`src/rtl/oaht_pkg.sv`:
```
package oaht_pkg;

    localparam int TableDepth = 1024;
    localparam int SlotW = $clog2(TableDepth);
    localparam int KeyBytes = 8;
    localparam int KeyW = 8 * KeyBytes;
    localparam int LenW = 4;
    localparam int ValW = 32;
    localparam int CntW = 11;
    localparam int HashW = 32;
    localparam logic [CntW-1:0] FillLimitReset = 11'd716;

    localparam logic [2:0] ACT_PUT = 3'd0;
    localparam logic [2:0] ACT_PUT_NR = 3'd1;
    localparam logic [2:0] ACT_GET = 3'd2;
    localparam logic [2:0] ACT_DEL = 3'd3;
    localparam logic [2:0] ACT_DEL_IF = 3'd4;

    localparam logic [2:0] ST_DONE = 3'd0;
    localparam logic [2:0] ST_NOT_FOUND = 3'd1;
    localparam logic [2:0] ST_EXISTS = 3'd2;
    localparam logic [2:0] ST_MISMATCH = 3'd3;
    localparam logic [2:0] ST_FULL = 3'd4;

    // one slot as stored in the table memory
    typedef struct packed {
        logic [HashW-1:0] hash;
        logic tomb;
        logic [KeyW-1:0] key;
        logic [LenW-1:0] len;
        logic [ValW-1:0] value;
    } t_slot;

    typedef struct packed {
        logic [2:0] action;
        logic [KeyW-1:0] key;
        logic [LenW-1:0] len;
        logic [ValW-1:0] value;
    } t_req;

    typedef struct packed {
        logic [2:0] status;
        logic [ValW-1:0] result_value;
        logic had_value;
        logic [CntW-1:0] usage_count;
        logic [CntW-1:0] occupied_count;
    } t_resp;

    // one byte round of the one-at-a-time hash
    function automatic logic [HashW-1:0] oaat_round(input logic [HashW-1:0] h,
                                                   input logic [7:0] b);
        logic [HashW-1:0] t;
        t = h + {24'd0, b};
        t = t + (t << 10);
        t = t ^ (t >> 6);
        return t;
    endfunction

    function automatic logic [HashW-1:0] oaat_final(input logic [HashW-1:0] h);
        logic [HashW-1:0] t;
        t = h + (h << 3);
        t = t ^ (t >> 11);
        t = t + (t << 15);
        return (t == '0) ? {{(HashW-1){1'b0}}, 1'b1} : t;
    endfunction

endpackage

```
`src/rtl/oaht_hash.sv`:
```
module oaht_hash
    import oaht_pkg::*;
(
    input  logic             i_clk,
    input  logic             i_rst_n,
    input  logic             i_start,
    input  logic [KeyW-1:0]  i_key,
    input  logic [LenW-1:0]  i_len,
    output logic             o_done,
    output logic [HashW-1:0] o_hash
);

    logic             r_busy, n_busy;
    logic [LenW-1:0]  r_idx, n_idx;
    logic [HashW-1:0] r_h, n_h;
    logic             r_done, n_done;
    logic [7:0]       w_byte;

    assign w_byte = i_key[8*r_idx[2:0] +: 8];

    // one key byte per cycle, then the final mix
    always_comb begin
        n_busy = r_busy;
        n_idx  = r_idx;
        n_h    = r_h;
        n_done = 1'b0;
        if (i_start) begin
            n_busy = 1'b1;
            n_idx  = '0;
            n_h    = '0;
        end else if (r_busy) begin
            if (r_idx < i_len) begin
                n_h   = oaat_round(r_h, w_byte);
                n_idx = r_idx + 1'b1;
            end else begin
                n_h    = oaat_final(r_h);
                n_busy = 1'b0;
                n_done = 1'b1;
            end
        end
    end

    always_ff @(posedge i_clk) begin
        if (!i_rst_n) begin
            r_busy <= 1'b0;
            r_done <= 1'b0;
        end else begin
            r_busy <= n_busy;
            r_done <= n_done;
        end
        r_idx <= n_idx;
        r_h   <= n_h;
    end

    assign o_done = r_done;
    assign o_hash = r_h;

    property p_hash_nonzero;
        @(posedge i_clk) disable iff (!i_rst_n) r_done |-> r_h != '0;
    endproperty
    assert property (p_hash_nonzero) else $error("hash result zero");

endmodule

```
`config.mk`:
```
export PLATFORM = sky130hd
export DESIGN_NAME = oaht_hash
export DESIGN_NICKNAME = d
export VERILOG_FILES = /design/src/rtl/oaht_pkg.sv /design/src/rtl/oaht_hash.sv
export SDC_FILE = /design/constraint.sdc
export NUM_CORES = 1
export LEC_CHECK = 0
export BUFFER_PORTS_ARGS = -buffer_cell sky130_fd_sc_hd__buf_4
export CAP_MARGIN = 20
export CORE_AREA = 2 2 108 120
export DETAILED_ROUTE_END_ITERATION = 12
export DIE_AREA = 0 0 110 122
export MAX_ROUTING_LAYER = met4
export PLACE_DENSITY = 0.79
export SETUP_SLACK_MARGIN = 0.2
export SYNTH_ARGS = -nofsm -noshare
export SYNTH_HDL_FRONTEND = slang
export SYNTH_SLANG_ARGS = --single-unit
```
`constraint.sdc`:
```
create_clock -name i_clk -period 7.6 [get_ports i_clk]
set_input_delay 1.14 -clock i_clk [delete_from_list [all_inputs] [get_ports i_clk]]
set_output_delay 1.14 -clock i_clk [all_outputs]
set_load 0.01 [all_outputs]
```
==> results.yml <==
timing:
  setup_tns_ns: 0
  period_needed_ns: 6.84
  rsz0062_at_grt: "false"
  fmax_mhz: 146
  worst_pin_slew_ns: 1.07
  fin_worst_skew_ns: 0.00712
  relSlewSlack_pct: 28.6
  timing.final.hold_violations: 0
  finalMaxSlewViolations: 0
  fin_crit_sh_pct: 90.1
  setup_viol: 0
critical_path:
  cp_common_cell: "o21ai_0"
  ff2ff_path_depth: 20
  reg2reg_to: "o_hash[18]"
  rrSetupSlack_ns: 0.81
  slowest_delay_ns: 0.46
  cp-start-kind: "input port"
  critPathKind: "input port to flop"
  crit_path_top_delay_cell: "mux4_2"
  r2r-start: "o_hash[10]"
  cp.arrival_ns: 7.08
  crit_path_end_kind: "flop"
  cp_max_fo: 4
  required_ns: 7.84
hold_path:
  holdPathStages: 2
  hold_end: "r_idx[3]"
  worstHoldStart: "r_idx[3]"
  hp-class: "flop to flop"
yosys:
  syn_area_um2: 7190
  ys_ff_latch: 38
  synth_edf_count: 0
  synth_ff_type: "dfxtp_1"
  synth.area.top_cells: "ha_1 (13%), dfxtp_1 (11%), xnor2_1 (9.1%)"
  synth_most_common_cell: "ha_1"
  yosysSeqAreaShare_pct: 10.6
  syn_nets: 1067
  yosysWarnings: 0
  ys_top_cells_by_count: "ha_1 (77), xnor2_1 (75), a21oi_1 (73), nor2_1 (73), nand2_1 (71)"
  synth_area_leader_cell: "ha_1"
  async_flop_share_pct: 0
  syn_inst: 915
  synth_top_area_share_pct: 13.4
  ys_types: 83
  syn_avg_cell_area_um2: 7.86
place:
  numPortBuffers: 103
  routabilityCongestion: 1.06
  placed_cell_area_um2: 8110
  place_hpwl_um: 18600
floorplanning:
  core_area_um2: 12300
  num_rows: 43
  die_area_um2: 13400
  start_util_pct: 58.4
  die_w_um: 110
  fp.dieH_um: 122
  io_pins: 104
clock_tree:
  root_buffer: "clkbuf_16"
  cts_tree: "done"
  numCtsBuffers: 5
  clock-sinks: 38
  clk_pin_slew_worst_paths_ns: 0.06
  cts_resized: 0
  post_cts_buffers: 0
  clock_latency_ns: 0.29
  cts_max_path_buffers: 2
  hold_buffers: 0
  cts-htree-levels: 2
global_routing:
  grt.overflow.total: 0
  grt_pass1_wl_um: 35500
  met1_usage_pct: 45.9
  grt_use_met2_pct: 55.7
  grt-busiest-layer: "met2"
  grtUsageMet3_pct: 3.42
  antenna_found_initial: 0
  grt.total_usage_pct: 35.0
  grt_pass1_vias: 6892
  grt_max_degree: 49
route:
  wire_per_inst_um: 19.7
  drt_wl_total_um: 22800
  vias: 7410
  drc: 0
  via_per_inst: 6.40
  dr.pass1.iters: 5
  drt-initial-drc-count: 690
  antenna_left: 0
pwr:
  vdd_drop_max_mv: 0.349
  cellPowerDensity_nw_per_um2: 535
  leakagePower_nw: 3.89
run:
  maxCapViolCount: 0
layout:
  design_area_um2: 8300
  antenna_cells: 0
  drive_above_1_share_pct: 17.4
  area_growth_pct: 15.4
  nets: 1152
status:
  status: "finished, final reports clean"
## per-stage QoR
stage	hold WS, ns	util [%]	cells	power [mW]	setup slack, ns
2_1_floorplan	0.483	-	915	3.09	0.582
3_3_place_gp	0.517	65.8	1150	4.02	0.611
3_5_place_dp	0.510	65.8	1150	4.03	0.541
4_1_cts	0.540	67.4	1158	4.35	0.789
5_1_grt	0.583	67.4	1158	4.76	0.202
6_report	0.538	67.4	1158	4.44	0.756
## critical path, delay by kind of cell
| family | cells | cell delay, ns |
|---|---|---|
| compound gates | 12 | 2.58 |
| mux | 3 | 1.13 |
| fa+ha+maj | 4 | 1.07 |
| simple gates | 5 | 0.59 |
| buf+inv | 3 | 0.38 |
| xor+xnor | 1 | 0.19 |
## power breakdown
group          switching [mW]  internal [mW]  leakage (nW)
Combinational            2.19           1.57          3.48
Sequential              0.143          0.257         0.312
Clock                  0.0917          0.189        0.0940
Total                    2.43           2.01          3.89
## cells by family (layout without fill, tap and decap cells)
logic type / count (synthesis) / after routing / share of synthesized area [%]
buffers and inverters: 85 / 171 / 4.70
muxes: 30 / 30 / 7.10
DFF: 38 / 38 / 10.6
and+or+nand+nor: 278 / 278 / 19.1
AOI/OAI and AO/OA: 280 / 280 / 27.5
adders and majority gates: 81 / 81 / 14.5
xor gates and xnor gates: 123 / 123 / 16.6
## placed cells by master, fill, tap and decap left out, types with 6 or more instances in the layout
cell type and count:
buf_4 118, o21ai_0 40, a21oi_1 73, nand2b_1 20
o21a_1 10, and2_1 6, nand3_1 24, inv_1 45
nand2_1 71, nor2_1 73, and3_1 7, mux2_2 8
or2_2 7, o32ai_1 8, o21bai_1 12, a21o_1 30
nor4_1 6, a211oi_1 12, o211ai_1 13, mux2i_1 6
nand4_1 12, xnor2_1 75, xor2_1 40, nor2b_1 9
a31oi_1 7, ha_1 77, nor3_1 21, dfxtp_1 38
mux4_2 16, or3_1 7
## registers in the layout (all words and copies together) (netlist names)
signal	flops
o_done	1
o_hash	32
r_busy	1
r_idx	4
## layout make-up
type	count	area, µm²
Inverter	45	169
Tap cell	157	196
Multi-Input combinational cell	792	6090
Timing Repair Buffer	118	886
Sequential cell	38	761
Fill cell	1089	4020
Clock buffer	5	125
Clock inverter	3	68.8
## how the worst max path moves through the flow
stage / start / endpoint
3_5_place_dp: i_key[56] / o_hash[24]
5_1_grt: r_idx[0] / o_hash[22]
3_3_place_gp: i_key[24] / o_hash[24]
2_1_floorplan: r_idx[0] / o_hash[22]
4_1_cts: i_key[56] / o_hash[22]
6_report: i_key[56] / o_hash[24]
## layer usage
layer,vias to the layer above,part of all wire [%]
met3,63,6.3
li1,3577,-
met2,328,48
met1,3442,42
met5,-,0
met4,0,3.6
No activity file was read; power rests on OpenSTA's default activity.
